<file path="config.mk">
export PLATFORM = sky130hd
export DESIGN_NAME = pcc_timer
export DESIGN_NICKNAME = d
export VERILOG_FILES = /design/src/design/pcc_pkg.sv /design/src/design/pcc_timer.sv
export SDC_FILE = /design/constraint.sdc
export NUM_CORES = 1
export LEC_CHECK = 0
export BUFFER_PORTS_ARGS = -buffer_cell sky130_fd_sc_hd__buf_2
export CAP_MARGIN = 20
export CORE_MARGIN = 1.5
export CORE_UTILIZATION = 64
export DETAILED_ROUTE_END_ITERATION = 8
export PLACE_DENSITY = 0.83
export SKIP_LAST_GASP = 1
export SLEW_MARGIN = 15
export SYNTH_ARGS = -nofsm -noshare
export SYNTH_HDL_FRONTEND = slang
export SYNTH_SLANG_ARGS = --single-unit
</file>
<file path="constraint.sdc">
create_clock -name i_clk -period 7.8 [get_ports i_clk]
set_clock_uncertainty 0.05 [all_clocks]
set_input_delay 2.34 -clock i_clk [delete_from_list [all_inputs] [get_ports i_clk]]
set_output_delay 2.34 -clock i_clk [all_outputs]
set_load 0.02 [all_outputs]
</file>
<file path="src/design/pcc_pkg.sv">
// Package for the palette colour cycler: shared constants, register indexes
// and the control structs passed between the cycler's modules.
// No dependencies.
package pcc_pkg;

    // Palette depth default and the longest strip that can be cycled
    localparam int PALETTE_SIZE_DEF = 256;
    localparam int MAX_STRIP        = 64;

    // Time saturates at the largest 31-bit value
    localparam logic [30:0] TIME_MAX = 31'h7FFF_FFFF;

    // Register indexes on the configuration port (word address)
    localparam logic [2:0] REG_STRIP_FIRST  = 3'd0;
    localparam logic [2:0] REG_STRIP_LENGTH = 3'd1;
    localparam logic [2:0] REG_STEP_DELAY   = 3'd2;
    localparam logic [2:0] REG_REVERSE_DIR  = 3'd3;
    localparam logic [2:0] REG_SMOOTH_BLEND = 3'd4;

    // Input opcodes
    localparam logic OP_LOAD = 1'b0;
    localparam logic OP_TICK = 1'b1;

    // Configuration seen by the timing unit
    typedef struct packed {
        logic [6:0]  len;      // effective strip length, 1..MAX_STRIP
        logic [15:0] delay;
        logic        smooth;
    } t_tmr_cfg;

    // Outcome of one tick's timing calculation
    typedef struct packed {
        logic       done;      // one-cycle pulse
        logic       emit;      // this tick produces a run of entries
        logic [5:0] steps;     // rotation position, already below the length
        logic [7:0] f1;        // blend weight of the neighbouring entry
    } t_tick_res;

    // Side information travelling with a palette read
    typedef struct packed {
        logic       valid;
        logic [7:0] oidx;
        logic       last;
    } t_s1_meta;

endpackage

</file>
<file path="src/design/pcc_timer.sv">
// Tick timing unit: holds rotation position, deadline and step start, and
// works out the rotation and blend weight of a tick. Depends on pcc_pkg.
module pcc_timer import pcc_pkg::*; (
    input  logic        i_clk,
    input  logic        i_rst_n,
    input  logic        i_start,
    input  logic [30:0] i_now,
    input  t_tmr_cfg    i_cfg,
    output t_tick_res   o_res
);

    localparam logic [1:0] T_IDLE = 2'd0;
    localparam logic [1:0] T_MOD  = 2'd1;
    localparam logic [1:0] T_PREP = 2'd2;
    localparam logic [1:0] T_DIV  = 2'd3;

    logic [1:0]  r_state, n_state;
    logic [5:0]  r_pos, n_pos;
    logic [30:0] r_deadline, n_deadline;
    logic [30:0] r_start, n_start;
    logic [30:0] r_now, n_now;
    logic [2:0]  r_cnt, n_cnt;
    logic [6:0]  r_rem, n_rem;
    logic        r_stepped, n_stepped;
    logic [5:0]  r_steps, n_steps;
    logic [23:0] r_num, n_num;
    logic [15:0] r_span, n_span;
    logic [7:0]  r_q, n_q;
    logic        r_emit, n_emit;
    logic        r_done, n_done;

    always_comb begin
        logic [6:0]  rem_sh;
        logic [6:0]  rem_nx;
        logic [6:0]  pos_inc;
        logic [31:0] dl_sum;
        logic [30:0] span_w;
        logic [30:0] diff_w;
        logic [23:0] dvs;

        n_state    = r_state;
        n_pos      = r_pos;
        n_deadline = r_deadline;
        n_start    = r_start;
        n_now      = r_now;
        n_cnt      = r_cnt;
        n_rem      = r_rem;
        n_stepped  = r_stepped;
        n_steps    = r_steps;
        n_num      = r_num;
        n_span     = r_span;
        n_q        = r_q;
        n_emit     = r_emit;
        n_done     = 1'b0;

        rem_sh  = {r_rem[5:0], r_pos[r_cnt]};
        rem_nx  = (rem_sh >= i_cfg.len) ? rem_sh - i_cfg.len : rem_sh;
        pos_inc = {1'b0, rem_nx[5:0]} + 7'd1;
        dl_sum  = {1'b0, r_now} + {16'd0, i_cfg.delay};
        span_w  = r_deadline - r_start;
        diff_w  = r_now - r_start;
        dvs     = {8'd0, r_span} << r_cnt;

        case (r_state)
            T_IDLE: begin
                if (i_start) begin
                    n_now     = i_now;
                    n_stepped = (i_now >= r_deadline);
                    n_rem     = 7'd0;
                    n_cnt     = 3'd5;
                    n_q       = 8'd0;
                    n_state   = T_MOD;
                end
            end
            // Position modulo length, one bit per cycle
            T_MOD: begin
                n_rem = rem_nx;
                n_cnt = r_cnt - 3'd1;
                if (r_cnt == 3'd0) begin
                    n_emit = i_cfg.smooth | r_stepped;
                    if (r_stepped) begin
                        n_pos      = (pos_inc == i_cfg.len) ? 6'd0 : pos_inc[5:0];
                        n_steps    = (pos_inc == i_cfg.len) ? 6'd0 : pos_inc[5:0];
                        n_deadline = dl_sum[31] ? TIME_MAX : dl_sum[30:0];
                        n_start    = r_now;
                    end else begin
                        n_steps = rem_nx[5:0];
                    end
                    if (i_cfg.smooth) begin
                        n_state = T_PREP;
                    end else begin
                        n_done  = 1'b1;
                        n_state = T_IDLE;
                    end
                end
            end
            // Blend weight set-up; the span never exceeds the 16-bit delay
            T_PREP: begin
                if (span_w == 31'd0 || r_now < r_start) begin
                    n_q     = 8'd0;
                    n_done  = 1'b1;
                    n_state = T_IDLE;
                end else if (diff_w >= span_w) begin
                    n_q     = 8'hFF;
                    n_done  = 1'b1;
                    n_state = T_IDLE;
                end else begin
                    n_num   = {diff_w[15:0], 8'd0} - {8'd0, diff_w[15:0]};
                    n_span  = span_w[15:0];
                    n_cnt   = 3'd7;
                    n_q     = 8'd0;
                    n_state = T_DIV;
                end
            end
            // Restoring division, one quotient bit per cycle
            T_DIV: begin
                if (r_num >= dvs) begin
                    n_num      = r_num - dvs;
                    n_q[r_cnt] = 1'b1;
                end
                n_cnt = r_cnt - 3'd1;
                if (r_cnt == 3'd0) begin
                    n_done  = 1'b1;
                    n_state = T_IDLE;
                end
            end
            default: begin
                n_state = T_IDLE;
            end
        endcase
    end

    always_ff @(posedge i_clk) begin
        if (!i_rst_n) begin
            r_state    <= T_IDLE;
            r_pos      <= 6'd0;
            r_deadline <= 31'd0;
            r_start    <= 31'd0;
            r_done     <= 1'b0;
        end else begin
            r_state    <= n_state;
            r_pos      <= n_pos;
            r_deadline <= n_deadline;
            r_start    <= n_start;
            r_done     <= n_done;
        end
    end

    // Working registers
    always_ff @(posedge i_clk) begin
        r_now     <= n_now;
        r_cnt     <= n_cnt;
        r_rem     <= n_rem;
        r_stepped <= n_stepped;
        r_steps   <= n_steps;
        r_num     <= n_num;
        r_span    <= n_span;
        r_q       <= n_q;
        r_emit    <= n_emit;
    end

    assign o_res.done  = r_done;
    assign o_res.emit  = r_emit;
    assign o_res.steps = r_steps;
    assign o_res.f1    = r_q;

endmodule

</file>
==> metrics.csv <==
metric;value;unit
critical path peak fanout;9;
Yosys reg bits;167;
Syn Nets;1996;
core area;22800;um2
clk slew on worst S/H paths;0.07;ns
EDFF count, synth;96;
Worst-Skew Late Latency;0.44;ns
crit path DAT;6.14;ns
vias;13200;
vias in the first global route;12300;
Required @ worst endpoint;7.92;ns
Tcrit/Tclk final;77.2;%
Layout area overhead;8.11;%
RSZ-0062 raised after global routing;no;
Setup TNS;0;ns
Rows;55;
Top FF cell, synth;edfxtp_1;
clock sinks;167;
initial core utilization;65.6;%
DR vias/cell;6.19;
kind of critical path;in2reg;
number of max-slew violations in the final report;0;
final hold viol count;0;
critical path launch point type;input pin;
cts bufs inserted;17;
initial antenna violation count;0;
Post-CTS Resized;0;
worst hold start;r_pos[1];
final period demand of the worst path;6.02;ns
Iteration-0 DRC Markers;826;
antenna cell count;0;
CTS tree;built;
Syn Inst Count;1752;
Synth warnings;0;
Max Buffers Root-to-Sink;2;
HPWL after detailed placement;28400;um
pre-CTS setup slack;1.37;ns
Max-Slew Margin vs Limit;28.5;%
Least-Margin Pin Slew;1.07;ns
Worst Setup SP;i_cfg[18];
Synth Cell Area;15000;um2
fin area;16200;um2
most frequent cells in the layout;ha_1, nand2_1, a21oi_1;
Async S/R FF share, synth;0;%
leading cell type in the layout, fill and taps excluded;ha_1;
status;completed;
I/O Pins;74;
layout cells sized above 1;8.89;%
Tot GR Track Use;30.6;%
gr ovfl total;0;
clk root buf;clkbuf_16;
first-pass GRT wire length;59700;um
drt first pass iters;5;
die height;156;um
final setup fails;0;
post-synthesis sequential area ratio;28.7;%
Pwr Density;181;nW/um2
Nets;2043;
Syn Area/Cell;8.56;um2
WL final;36500;um
H-Tree Depth;4;
ANT nets after route;0;
drt wl/cell;17.2;um
GPL Wtd Cong;0.922;
Hold Path Class;reg2reg;
fmax;0.166;GHz
hold_buf cts;0;
Max VDD drop;0.145;mV
Leak;0.00675;uW
post-synth cell types;83;
die width;156;um
crit end category;flop;
postcts setup bufs;0;
reg2reg start;r_now[0];
Max Cap Violations;0;
largest net degree at the start of global routing;75;
input/output buffers;73;
dpl cell area;15600;um2
Final WS setup;1.78;ns
Residual DRC;0;
Die ar.;24400;um2
-- registers in the layout (all words and copies together) (netlist names) --
signal and cells:
r_pos 6, r_state 2, r_now 31, r_start 31
r_num 24, r_emit 1, r_done 1, r_q 8
r_rem 6, r_deadline 31, r_steps 6, r_cnt 3
r_span 16, r_stepped 1
-- where the power goes --
part           internal, uW  switching [uW]
combinational           461             623
clock                   435             388
sequential              992            34.5
total                  1890            1050
-- cell type report --
cell class / instances / area, um2
fillers: 1827 / 6640
repair buffers: 86 / 475
well taps: 313 / 392
clock inverters: 13 / 105
clock buffers: 19 / 454
inverters: 141 / 529
multi-input cells: 1386 / 9950
flip-flops and latches: 167 / 4300
-- layer usage --
layer	GRT usage, %	vias up	wire (um)
li1	-	6522	-
met1	41.9	6158	16700
met2	51.2	442	16900
met3	3.83	40	2250
met4	7.76	0	661
met5	0	-	0
-- path summary, 6_finish.rpt --
| kind | endpoint | slack, ns | cells past startpoint |
|---|---|---|---|
| worst max-delay path | r_steps[4] | 1.78 | 17 |
| worst min-delay path | r_pos[1] | 0.40 | 2 |
| worst max register to register | r_num[2] | 1.93 | 21 |
| worst min register to register | r_pos[1] | 0.40 | 2 |
-- kinds of logic after synthesis --
kind of cell,share of synthesized area (%)
xor+xnor,7.02
fa+ha+maj,15.8
compound gates,23.4
mux,3.60
buf+inv,5.11
simple gates,16.4
flops,28.7
-- per-stage QoR --
| stage | std cells | hold slack [ns] | total power (uW) | utilization, % |
|---|---|---|---|---|
| after floorplan | 1752 | 0.377 | 1860 | - |
| after global placement | 2092 | 0.395 | 2070 | 68.4 |
| after detailed placement | 2092 | 0.396 | 2100 | 68.4 |
| after CTS | 2124 | 0.407 | 2920 | 70.9 |
| after global routing | 2125 | 0.431 | 3110 | 71.0 |
| final | 2125 | 0.403 | 2930 | 71.0 |
-- critical path: stages --
cell      delay, ns
buf_2          0.10
inv_1          0.07
ha_1           0.30
nor2b_1        0.13
o21ai_0        0.32
a31oi_1        0.23
nor2_1         0.32
mux2_2         0.43
inv_1          0.10
ha_1           0.23
o21ai_0        0.21
xnor2_1        0.28
xnor2_1        0.09
nor4_1         0.47
o31ai_4        0.23
nor2_2         0.20
a211oi_1       0.08
-- cells in the mapped netlist (5+ instances only) --
| cell type | instances | area (um2) |
|---|---|---|
| clkbuf_1 | 47 | 176 |
| mux4_2 | 6 | 135 |
| o21bai_1 | 20 | 150 |
| and4_1 | 5 | 43.8 |
| a32o_1 | 5 | 50.1 |
| a2111oi_0 | 6 | 52.6 |
| xor2_1 | 43 | 377 |
| a31oi_1 | 19 | 119 |
| nand3_1 | 38 | 190 |
| or2_2 | 9 | 56.3 |
| o21ai_0 | 97 | 485 |
| and3_1 | 23 | 144 |
| o211ai_1 | 9 | 67.6 |
| ha_1 | 181 | 2260 |
| inv_1 | 140 | 526 |
| dfxtp_1 | 71 | 1420 |
| edfxtp_1 | 96 | 2880 |
| or3_1 | 14 | 87.6 |
| nand4_1 | 24 | 150 |
| a21o_1 | 48 | 360 |
| o31ai_1 | 16 | 120 |
| nand3b_1 | 5 | 37.5 |
| nand2b_1 | 18 | 113 |
| nor4_1 | 10 | 62.6 |
| xnor2_1 | 74 | 648 |
| and2_1 | 9 | 56.3 |
| mux4_1 | 5 | 131 |
| fa_1 | 5 | 100 |
| a211oi_1 | 25 | 188 |
| nor2b_1 | 26 | 163 |
| nor3_1 | 34 | 170 |
| mux2i_1 | 24 | 240 |
| nor2_1 | 124 | 465 |
| a21boi_0 | 37 | 278 |
| a211o_1 | 6 | 52.6 |
| a21oi_1 | 150 | 751 |
| o21a_1 | 28 | 210 |
| buf_1 | 5 | 18.8 |
| nand2_1 | 157 | 589 |
| a31o_2 | 5 | 43.8 |
Power figures use the tool's default switching activity.
