`src/design/pcc_pkg.sv`:
```
// Package for the palette colour cycler: shared constants, register indexes
// and the control structs passed between the cycler's modules.
// No dependencies.
package pcc_pkg;

    // Palette depth default and the longest strip that can be cycled
    localparam int PALETTE_SIZE_DEF = 256;
    localparam int MAX_STRIP        = 64;

    // Time saturates at the largest 31-bit value
    localparam logic [30:0] TIME_MAX = 31'h7FFF_FFFF;

    // Register indexes on the configuration port (word address)
    localparam logic [2:0] REG_STRIP_FIRST  = 3'd0;
    localparam logic [2:0] REG_STRIP_LENGTH = 3'd1;
    localparam logic [2:0] REG_STEP_DELAY   = 3'd2;
    localparam logic [2:0] REG_REVERSE_DIR  = 3'd3;
    localparam logic [2:0] REG_SMOOTH_BLEND = 3'd4;

    // Input opcodes
    localparam logic OP_LOAD = 1'b0;
    localparam logic OP_TICK = 1'b1;

    // Configuration seen by the timing unit
    typedef struct packed {
        logic [6:0]  len;      // effective strip length, 1..MAX_STRIP
        logic [15:0] delay;
        logic        smooth;
    } t_tmr_cfg;

    // Outcome of one tick's timing calculation
    typedef struct packed {
        logic       done;      // one-cycle pulse
        logic       emit;      // this tick produces a run of entries
        logic [5:0] steps;     // rotation position, already below the length
        logic [7:0] f1;        // blend weight of the neighbouring entry
    } t_tick_res;

    // Side information travelling with a palette read
    typedef struct packed {
        logic       valid;
        logic [7:0] oidx;
        logic       last;
    } t_s1_meta;

endpackage

```
`src/design/pcc_mix.sv`:
```
// Colour mixing pipeline: weight products, divide by 255 and output register.
// Depends on pcc_pkg.
module pcc_mix import pcc_pkg::*; (
    input  logic        i_clk,
    input  logic        i_rst_n,
    input  logic        i_en,
    input  logic        i_smooth,
    input  logic [7:0]  i_f1,
    input  t_s1_meta    i_meta,
    input  logic [31:0] i_col_a,
    input  logic [31:0] i_col_b,
    output logic        o_busy,
    output logic        o_valid,
    output logic [7:0]  o_index,
    output logic [31:0] o_color,
    output logic        o_rgb_only,
    output logic        o_last
);

    logic        r_v2;
    logic [7:0]  r_oidx2;
    logic        r_last2;
    logic [31:0] r_col2;
    logic [15:0] r_pa [3];
    logic [15:0] r_pb [3];

    logic        r_v3;
    logic [7:0]  r_oidx3;
    logic        r_last3;
    logic [31:0] r_col3;
    logic        r_rgb3;

    logic [7:0]  f0;
    logic [23:0] mixed;

    assign f0 = 8'hFF - i_f1;

    // Exact x/255 for any product of two 8-bit values
    function automatic logic [7:0] div255(input logic [15:0] x);
        logic [16:0] t;
        t = {1'b0, x} + {9'd0, x[15:8]} + 17'd1;
        return t[15:8];
    endfunction

    always_comb begin
        for (int k = 0; k < 3; k++) begin
            mixed[8*k +: 8] = div255(r_pa[k]) + div255(r_pb[k]);
        end
    end

    // Stage 2: products
    always_ff @(posedge i_clk) begin
        if (i_en) begin
            r_oidx2 <= i_meta.oidx;
            r_last2 <= i_meta.last;
            r_col2  <= i_col_a;
            for (int k = 0; k < 3; k++) begin
                r_pa[k] <= i_col_a[8*k +: 8] * f0;
                r_pb[k] <= i_col_b[8*k +: 8] * i_f1;
            end
        end
    end

    // Stage 3: output register
    always_ff @(posedge i_clk) begin
        if (i_en) begin
            r_oidx3 <= r_oidx2;
            r_last3 <= r_last2;
            r_rgb3  <= i_smooth;
            r_col3  <= i_smooth ? {8'd0, mixed} : r_col2;
        end
    end

    always_ff @(posedge i_clk) begin
        if (!i_rst_n) begin
            r_v2 <= 1'b0;
            r_v3 <= 1'b0;
        end else if (i_en) begin
            r_v2 <= i_meta.valid;
            r_v3 <= r_v2;
        end
    end

    assign o_busy     = r_v2 | r_v3;
    assign o_valid    = r_v3;
    assign o_index    = r_oidx3;
    assign o_color    = r_col3;
    assign o_rgb_only = r_rgb3;
    assign o_last     = r_last3;

endmodule

```
`config.mk`:
```
export PLATFORM = sky130hd
export DESIGN_NAME = pcc_mix
export DESIGN_NICKNAME = d
export VERILOG_FILES = /design/src/design/pcc_pkg.sv /design/src/design/pcc_mix.sv
export SDC_FILE = /design/constraint.sdc
export NUM_CORES = 1
export LEC_CHECK = 0
export BUFFER_PORTS_ARGS = -buffer_cell sky130_fd_sc_hd__buf_4
export CAP_MARGIN = 20
export CORE_MARGIN = 10
export CORE_UTILIZATION = 60
export CTS_CLUSTER_DIAMETER = 50
export CTS_CLUSTER_SIZE = 12
export DETAILED_ROUTE_END_ITERATION = 10
export GPL_ROUTABILITY_DRIVEN = 0
export PLACE_DENSITY = 0.75
export SLEW_MARGIN = 20
export SYNTH_ARGS = -nofsm -noshare
export SYNTH_HDL_FRONTEND = slang
export SYNTH_SLANG_ARGS = --single-unit
```
`constraint.sdc`:
```
create_clock -name i_clk -period 5.6 [get_ports i_clk]
set_input_delay 0.56 -clock i_clk [delete_from_list [all_inputs] [get_ports i_clk]]
set_output_delay 0.56 -clock i_clk [all_outputs]
set_load 0.1 [all_outputs]
```
==> results.json, run 1 <==
{
  "fin_crit_ps": 4640,
  "cts_tree": "done",
  "place_hpwl_um": 32200,
  "first_pass_iters": 5,
  "ys_seq_area_share_pct": 26.1,
  "worst_pin_slew_ps": 865,
  "path_max_fanout": 48,
  "die_h_um": 206,
  "wl_per_cell_um": 16.8,
  "finalSetupViolCount": 0,
  "outcome": "complete, no violations",
  "dpl.cell_count": 2517,
  "final-max-slew-violation-count": 0,
  "dieArea_um2": 42500,
  "drive_above_1_share_pct": 9.41,
  "synth-edff-count": 179,
  "fin_cells": 2548,
  "initial_core_util_pct": 60.5,
  "ys_ff_latch": 181,
  "cpPeakStageDelay_ps": 520,
  "cap_violations": 0,
  "path_class": "input port to register",
  "grt_start_max_net_pins": 94,
  "synth_area_um2": 20800,
  "ctsHoldBuffers": 0,
  "syn_area_per_cell_um2": 10.5,
  "drc": 0,
  "cpMostUsedCell": "fa_1",
  "grt_pass1_vias": 14913,
  "required_ps": 5800,
  "diodes": 0,
  "dr_total_vias": 13912,
  "worstPathBufferInverterCount": 3,
  "fmax_mhz": 215,
  "fin_nets": 2665,
  "worst_clock_skew_ps": 9.47,
  "finalHoldViolations": 0,
  "clock_sinks": 181,
  "critical_path.top_delay_family": "adder cells",
  "syn_inst": 1982,
  "cts_resized": 0,
  "timing.final.crit_share_pct": 82.9,
  "htree_levels": 4,
  "ant_nets": 0,
  "hp-class": "input port to register",
  "p_leak_nw": 10.5,
  "finalWirelength_um": 42900,
  "num_rows": 68,
  "arrival_ps": 4840,
  "design.core.area_um2": 34400,
  "port_buffers": 121,
  "pwr_density_cell_nw_per_um2": 453,
  "synthDistinctLibCells": 54,
  "tns_ps": 0,
  "insertion_delay_ps": 440,
  "postCtsSetupBuffers": 0,
  "cts_root_buf": "clkbuf_16",
  "boundaryPins": 130,
  "rsz0062_at_grt": "no",
  "end_kind": "register",
  "crit_path_top_delay_cell": "buf_4",
  "clk_path_buf_depth": 2,
  "antenna_found_initial": 1,
  "cp_cell_sequence": "buf_4, and2_1, fa_1, fa_1, fa_1, inv_1, fa_1, inv_1, ha_1, or2_2, a21oi_1, a21oi_1, a211oi_1, a21oi_1, xnor2_1",
  "die_w_um": 206,
  "syn2layout_area_growth_pct": 9.05,
  "nFillCells": 2733,
  "vias_per_cell": 5.46,
  "drt_iter0_markers": 624,
  "grt_pass1_wl_um": 73400,
  "ys.flop_type": "edfxtp_1",
  "clkTransAtPathRegs_ps": 80,
  "synth_nets": 2566,
  "grt_usage_pct": 21.4,
  "async_flop_share_pct": 0,
  "slew_headroom_pct": 42.4,
  "cts_buffers": 17,
  "overflow": 0,
  "ir_drop_v": 0.000461,
  "yosys_warnings": 0,
  "critPathLaunchType": "input port"
}
[synthesized netlist by cell type (all sizes together), types with 11 or more instances]
master	instances	area share (%)
o211ai	11	0.40
clkbuf	43	0.82
xnor2	118	5.0
fa	219	21
nor2	50	0.90
inv	323	5.8
nor2b	178	5.4
xor2	19	0.80
nor3	13	0.31
mux2	18	0.98
ha	279	17
or3	14	0.42
a21oi	65	1.6
o21ai	22	0.53
edfxtp	179	26
and3	14	0.45
o21a	22	0.79
nand2	66	1.2
nand2b	52	1.6
and2	159	4.8
nand3	28	0.70
or2	12	0.36
[layout by cell type (no fill, tap or decap), drive strengths merged, types with 6 or more instances in the layout]
cell type | synthesis | routed
inv | 323 | 332
ha | 279 | 279
fa | 219 | 219
edfxtp | 179 | 179
nor2b | 178 | 178
and2 | 159 | 159
buf | 2 | 125
xnor2 | 118 | 118
nand2 | 66 | 66
a21oi | 65 | 65
nand2b | 52 | 52
nor2 | 50 | 50
nand3 | 28 | 28
o21a | 22 | 22
o21ai | 22 | 22
xor2 | 19 | 19
mux2 | 18 | 18
clkbuf | 43 | 18
or3 | 14 | 14
and3 | 14 | 14
nor3 | 13 | 13
or2 | 12 | 12
o211ai | 11 | 11
a21o | 10 | 10
a211oi | 10 | 10
o2111ai | 7 | 7
o41ai | 6 | 6
[routing by layer]
layer / share of wire, % / wire, µm / track usage [%] / vias to the layer above
li1: - / - / - / 6649
met1: 44 / 18900 / 27.8 / 6939
met2: 49 / 21100 / 36.6 / 273
met3: 4.8 / 2060 / 3.15 / 51
met4: 1.8 / 771 / 5.66 / 0
met5: 0 / 0 / 0 / -
[path summary, 6_finish.rpt]
| kind | start | endpoint | slack, ps | cells past startpoint |
|---|---|---|---|---|
| worst max-delay path | i_f1[4] | r_pb[0][47] | 960 | 15 |
| worst min-delay path | i_meta[8] | r_oidx2[7] | 290 | 1 |
| worst max register to register | r_pa[0][41] | o_color[23] | 1640 | 14 |
| worst min register to register | r_oidx2[1] | o_index[1] | 420 | 0 |
[layout make-up]
class | count | area, µm² | share of cell area, %
flip-flops and latches | 181 | 5420 | 23.9
inverters | 323 | 1210 | 5.35
clock inverters | 13 | 134 | 0.591
clock buffers | 18 | 429 | 1.89
multi-input cells | 1433 | 14000 | 61.6
repair buffers | 125 | 942 | 4.16
well taps | 455 | 569 | 2.51
[worst reg2reg max path, cell delays in order (launching register included)]
cell and delay (ps):
edfxtp_1 490, ha_1 320, o211a_1 130, a2111oi_0 370
o21ai_1 150, o21ba_2 250, and4_1 240, xor2_1 150
ha_1 350, nand3_1 110, o211ai_1 130, o41ai_1 350
xnor2_1 160, xnor3_1 430, a21oi_1 170
[logic make-up (layout without fill, tap and decap cells)]
kind of cell | count (synthesis) | after routing | share of synthesized area [%]
AND/OR/NAND/NOR | 598 | 598 | 16.5
adder cells (fa/ha/maj) | 498 | 498 | 37.9
buffers and inverters | 368 | 479 | 6.77
flip-flops | 181 | 181 | 26.1
AO/OA/AOI/OAI | 176 | 176 | 5.71
XOR/XNOR | 138 | 138 | 5.88
multiplexers | 23 | 23 | 1.22
[where the power goes]
part | total (mW) | internal [mW] | switching, mW
logic | 6.61 | 2.87 | 3.74
registers | 2.46 | 2.17 | 0.288
clock network | 1.19 | 0.593 | 0.596
total | 10.3 | 5.63 | 4.63
[through the flow]
step	instance area [µm²]	hold WS, ps	setup WS [ps]	utilization [%]	power, mW
detailed placement	22100	405	521	64.3	9.08
CTS	22700	275	980	65.9	10.3
finish	22700	292	957	65.9	10.3
global route	22700	275	678	65.9	11.3
global placement	22100	401	596	64.3	8.87
floorplan	20800	400	749	-	7.70
[registers in the layout (all words and copies together), names as in the netlist]
register and count:
o_color 32, r_col2 32, o_rgb_only 1, r_last2 1
r_pa 48, r_v2 1, o_last 1, o_index 8
r_pb 48, o_valid 1, r_oidx2 8
(Power assumes the default switching activity.)
==> run 2, diff against run 1 <==
==> constraint.sdc (replaced) <==
create_clock -name i_clk -period 4.6 [get_ports i_clk]
set_input_delay 0.46 -clock i_clk [delete_from_list [all_inputs] [get_ports i_clk]]
set_output_delay 0.46 -clock i_clk [all_outputs]
set_load 0.1 [all_outputs]
==> run 2 against run 1 <==
Routed wire length rose by 4.7%; clock-buffer cell count fell by 1; combinational power rose by 31%.
==> results.json, run 2 (same netlist as run 1, synthesis figures left out) <==
{
  "required_ps": 4810,
  "critPathLaunchType": "input port",
  "dieArea_um2": 42500,
  "finalWirelength_um": 44900,
  "r2r_end": "o_color[23]",
  "drt_iter0_markers": 803,
  "grt_start_max_net_pins": 96,
  "slew_headroom_pct": 43.4,
  "cts_root_buf": "clkbuf_16",
  "pwr_density_cell_nw_per_um2": 554,
  "grt_usage_pct": 22.3,
  "diodes": 0,
  "pre_cts_slack_ps": -161,
  "tns_ps": 0,
  "reg2reg_depth": 13,
  "final_cell_mix": "inv_1 (323), ha_1 (279), buf_4 (227)",
  "initial_core_util_pct": 60.5,
  "finalHoldViolations": 0,
  "crit_start": "i_f1[5]",
  "r2r_slack_ps": 500,
  "cpMostUsedCell": "fa_1",
  "final_area_um2": 23600,
  "hold_ws_ps": 177,
  "fin_cells": 2660,
  "r2r_start": "r_pb[0][44]",
  "p_leak_nw": 11.1,
  "end_kind": "register",
  "hold_depth": 1,
  "crit_path_top_delay_cell": "fa_1",
  "ant_nets": 0,
  "ir_drop_v": 0.000559,
  "cts_tree": "done",
  "cap_violations": 0,
  "hp-class": "input port to register",
  "path_max_fanout": 26,
  "clkTransAtPathRegs_ps": 70,
  "ctsHoldBuffers": 0,
  "cp_cell_sequence": "buf_4, buf_4, nand2_1, fa_1, inv_1, fa_1, fa_1, inv_1, fa_1, inv_1, ha_1, or2_2, a21oi_1, a21oi_1, a211oi_1, a21oi_1, xnor2_1",
  "design.core.area_um2": 34400,
  "cts_resized": 0,
  "placed_cell_area_um2": 23100,
  "final_util_pct": 68.8,
  "fmax_mhz": 234,
  "die_h_um": 206,
  "final_common_cell": "inv_1",
  "cpPeakStageDelay_ps": 490,
  "drc": 0,
  "worst_pin_slew_ps": 848,
  "final-max-slew-violation-count": 0,
  "place_hpwl_um": 35700,
  "postCtsSetupBuffers": 0,
  "fin_ws_ps": 333,
  "finalSetupViolCount": 0,
  "arrival_ps": 4480,
  "grt_pass1_wl_um": 75800,
  "antenna_found_initial": 1,
  "htree_levels": 4,
  "insertion_delay_ps": 460,
  "syn2layout_area_growth_pct": 13.8,
  "dr_total_vias": 14326,
  "hold_start": "i_meta[3]",
  "overflow": 0,
  "first_pass_iters": 5,
  "grt_pass1_vias": 15429,
  "boundaryPins": 130,
  "cts_buffers": 17,
  "whs_endpoint": "r_oidx2[2]",
  "rsz0062_at_grt": "no",
  "num_rows": 68,
  "vias_per_cell": 5.39,
  "die_w_um": 206,
  "clk_path_buf_depth": 2,
  "fin_crit_ps": 4270,
  "finalPower_mw": 13.1,
  "dpl.cell_count": 2629,
  "worst_clock_skew_ps": 9.41,
  "reg.largest.list": "r_pa x48, r_pb x48",
  "drive_above_1_share_pct": 14.1,
  "fin_nets": 2777,
  "port_buffers": 121,
  "timing.final.crit_share_pct": 92.8,
  "path_class": "input port to register",
  "wl_per_cell_um": 16.9,
  "outcome": "complete, no violations",
  "clock_sinks": 181
}
-- run 2: area by class of cell --
type / count / area, µm²
Sequential cell: 181 / 5420
Clock buffer: 17 / 425
Timing Repair Buffer: 237 / 1900
Multi-Input combinational cell: 1433 / 14000
Tap cell: 455 / 569
Inverter: 323 / 1210
Clock inverter: 14 / 166
Fill cell: 2640 / 10700
-- run 2: power by group --
group / internal [mW] / total [mW] / switching, mW
registers: 2.65 / 3.00 / 0.358
logic: 3.90 / 8.63 / 4.73
clock network: 0.726 / 1.47 / 0.745
-- run 2: layer usage --
layer  share of wire [%]  GRT usage, %
met4                 2.4          6.65
met1                  44          28.6
met5               0.022             0
met2                  49          38.5
met3                 4.4          3.01
-- run 2: worst max-delay path: cells and delay by family --
family	cells	cell delay, ps
AO/OA/AOI/OAI	4	690
XOR/XNOR	1	130
adder cells (fa/ha/maj)	5	2090
buffers and inverters	5	720
AND/OR/NAND/NOR	2	370
-- run 2: worst max-delay path by stage --
stage | endpoint | slack [ps] | cells after the start
2_1_floorplan | r_pb[0][31] | 20 | 16
3_3_place_gp | r_pb[0][31] | -110 | 16
3_5_place_dp | r_pb[0][31] | -160 | 16
4_1_cts | r_pb[0][31] | 330 | 16
5_1_grt | r_pb[0][15] | 120 | 17
6_report | r_pb[0][15] | 330 | 17
==> run 3, diff against run 2 <==
--- a/config.mk
+++ b/config.mk
@@ -5,6 +5,7 @@
 export SDC_FILE = /design/constraint.sdc
 export NUM_CORES = 1
 export LEC_CHECK = 0
+export ABC_AREA = 1
 export BUFFER_PORTS_ARGS = -buffer_cell sky130_fd_sc_hd__buf_4
 export CAP_MARGIN = 20
 export CORE_MARGIN = 10
==> constraint.sdc (replaced) <==
create_clock -name i_clk -period 4.7 [get_ports i_clk]
set_input_delay 0.47 -clock i_clk [delete_from_list [all_inputs] [get_ports i_clk]]
set_output_delay 0.47 -clock i_clk [all_outputs]
set_load 0.1 [all_outputs]
==> run 3 against run 2 <==
Final area is 0.28% lower; die area up 2.6%; power is 3.2% lower; cell count is 17% higher; flip-flop and latch count did not move; routed wire length increased by 6.5%; clock power increased by 9.5%; worst hold slack improved by 10 ps; sequential share of layout area up 0.063 points; clock-buffer cell count did not move; non-clock buffer count is 82 lower; combinational power shrank 5.4%; critical endpoint is now r_pa[0][46]; highest routed layer is now met4.
==> results.json, run 3 <==
{
  "synth_area_um2": 21400,
  "slew_headroom_pct": 34.8,
  "clk_path_buf_depth": 2,
  "ys_ff_latch": 181,
  "grt_usage_pct": 22.3,
  "ir_drop_v": 0.000694,
  "yosys_warnings": 0,
  "cts_root_buf": "clkbuf_16",
  "finalSetupViolCount": 0,
  "wl_per_cell_um": 15.3,
  "ctsHoldBuffers": 0,
  "dr_total_vias": 16411,
  "crit_start": "i_f1[2]",
  "final_common_cell": "inv_1",
  "fmax_mhz": 237,
  "finalPower_mw": 12.7,
  "netlist_top_cells_area": "edfxtp_1 (25%), fa_1 (21%), ha_1 (16%)",
  "grt_start_max_net_pins": 102,
  "design.core.area_um2": 35400,
  "nFillCells": 2852,
  "tns_ps": 0,
  "r2r_slack_ps": 1240,
  "final_area_um2": 23600,
  "htree_levels": 4,
  "final_util_pct": 66.6,
  "cts_tree": "done",
  "worst_clock_skew_ps": 11.6,
  "hold_ws_ps": 187,
  "postCtsSetupBuffers": 0,
  "die_h_um": 209,
  "path_class": "input port to register",
  "fin_crit_ps": 4220,
  "synth-edff-count": 179,
  "hold_depth": 1,
  "synthDistinctLibCells": 43,
  "synth_nets": 3119,
  "arrival_ps": 4430,
  "insertion_delay_ps": 460,
  "drt_iter0_markers": 1017,
  "timing.final.crit_share_pct": 89.8,
  "place_hpwl_um": 38300,
  "synth_commonest_cells": "inv_1 (618), nand2_1 (511), ha_1 (279)",
  "dpl.cell_count": 3084,
  "yosys.area.top_type": "edfxtp_1",
  "grt_pass1_vias": 16860,
  "rsz0062_at_grt": "no",
  "async_flop_share_pct": 0,
  "syn2layout_area_growth_pct": 10.3,
  "reg.largest.list": "r_pa x48, r_pb x48",
  "hold_start": "i_col_a[26]",
  "drive_above_1_share_pct": 8.44,
  "clkTransAtPathRegs_ps": 80,
  "placed_cell_area_um2": 22900,
  "dieArea_um2": 43600,
  "final-max-slew-violation-count": 0,
  "syn_inst": 2535,
  "cts_resized": 0,
  "pre_cts_slack_ps": 62.8,
  "first_pass_iters": 6,
  "worst_pin_slew_ps": 977,
  "drc": 0,
  "grt_pass1_wl_um": 80100,
  "ys_seq_area_share_pct": 25.3,
  "critPathLaunchType": "input port",
  "cap_violations": 0,
  "p_leak_nw": 13.2,
  "vias_per_cell": 5.26,
  "pwr_density_cell_nw_per_um2": 538,
  "finalWirelength_um": 47800,
  "boundaryPins": 130,
  "die_w_um": 209,
  "num_rows": 69,
  "synth_most_common_cell": "inv_1",
  "fin_cells": 3118,
  "final_cell_mix": "inv_1 (618), nand2_1 (511), ha_1 (279)",
  "cts_buffers": 17,
  "ys.flop_type": "edfxtp_1",
  "finalHoldViolations": 0,
  "end_kind": "register",
  "clock_sinks": 181,
  "yosys.area.top_type_share_pct": 25.1,
  "antenna_found_initial": 1,
  "initial_core_util_pct": 60.4,
  "path_max_fanout": 21,
  "fin_nets": 3226,
  "r2r_end": "o_color[22]",
  "ant_nets": 0,
  "outcome": "complete, no violations",
  "r2r_start": "r_pb[0][45]",
  "fin_ws_ps": 479,
  "overflow": 0,
  "syn_area_per_cell_um2": 8.43,
  "hp-class": "input port to register",
  "whs_endpoint": "r_col2[26]",
  "reg2reg_depth": 21,
  "port_buffers": 121,
  "required_ps": 4910
}
run 3: cell types whose count changed after synthesis, sizes merged, moves of 25 or more:
cell    before  now
a21oi       65  121
and2       159    0
inv        323  620
nand2       66  520
nand2b      52    0
nand3       28   53
nor2        50  255
nor2b      178    0
o21ai       22   53
xnor2      118   31
xor2        19   66
run 3: worst max-delay path, cell delays in order:
cell	delay, ps
buf_4	310
inv_1	160
nand2_1	120
fa_1	430
fa_1	570
inv_1	60
fa_1	480
inv_1	50
fa_1	470
inv_1	50
ha_1	360
a21oi_1	100
o21ai_0	160
a21oi_1	90
or2_2	320
o21ai_2	140
xor2_1	80
run 3: logic make-up (layout without fill, tap and decap cells):
group	count (synthesis)	after routing	synth area share (%)
and+or+nand+nor	852	852	15.9
buffers and inverters	690	810	12.2
adders and majority gates	498	498	36.8
AOI/OAI and AO/OA	217	217	5.79
DFF	181	181	25.3
xor gates and xnor gates	97	97	3.97
other	0	2	0
run 3: cell type report:
type | instances | area [µm²] | area share [%]
Antenna cell | 2 | 5.00 | 0.0212
Clock buffer | 17 | 425 | 1.80
Clock inverter | 15 | 235 | 0.998
Inverter | 623 | 2340 | 9.92
Multi-Input combinational cell | 1664 | 13400 | 56.6
Sequential cell | 181 | 5420 | 23.0
Tap cell | 461 | 577 | 2.45
Timing Repair Buffer | 155 | 1230 | 5.22
run 3: per-layer routing:
layer,global-route usage [%],up-vias,wire [µm]
li1,-,7962,-
met1,28.1,7837,19800
met2,38.2,527,23400
met3,3.88,85,3430
met4,6.85,0,1130
met5,0,-,0
run 3: how the worst max path moves through the flow:
stage,to,cells after the start
global placement,r_pb[0][45],17
detailed placement,r_pa[0][46],16
finish,r_pa[0][46],17
floorplan,r_pa[0][30],19
CTS,r_pa[0][46],17
global route,r_pa[0][13],17
run 3: power breakdown:
| group | internal [mW] | switching, mW | leakage [nW] |
|---|---|---|---|
| Clock | 0.875 | 0.738 | 0.320 |
| Sequential | 2.56 | 0.350 | 1.77 |
| Combinational | 3.00 | 5.16 | 11.1 |
| Total | 6.44 | 6.25 | 13.2 |
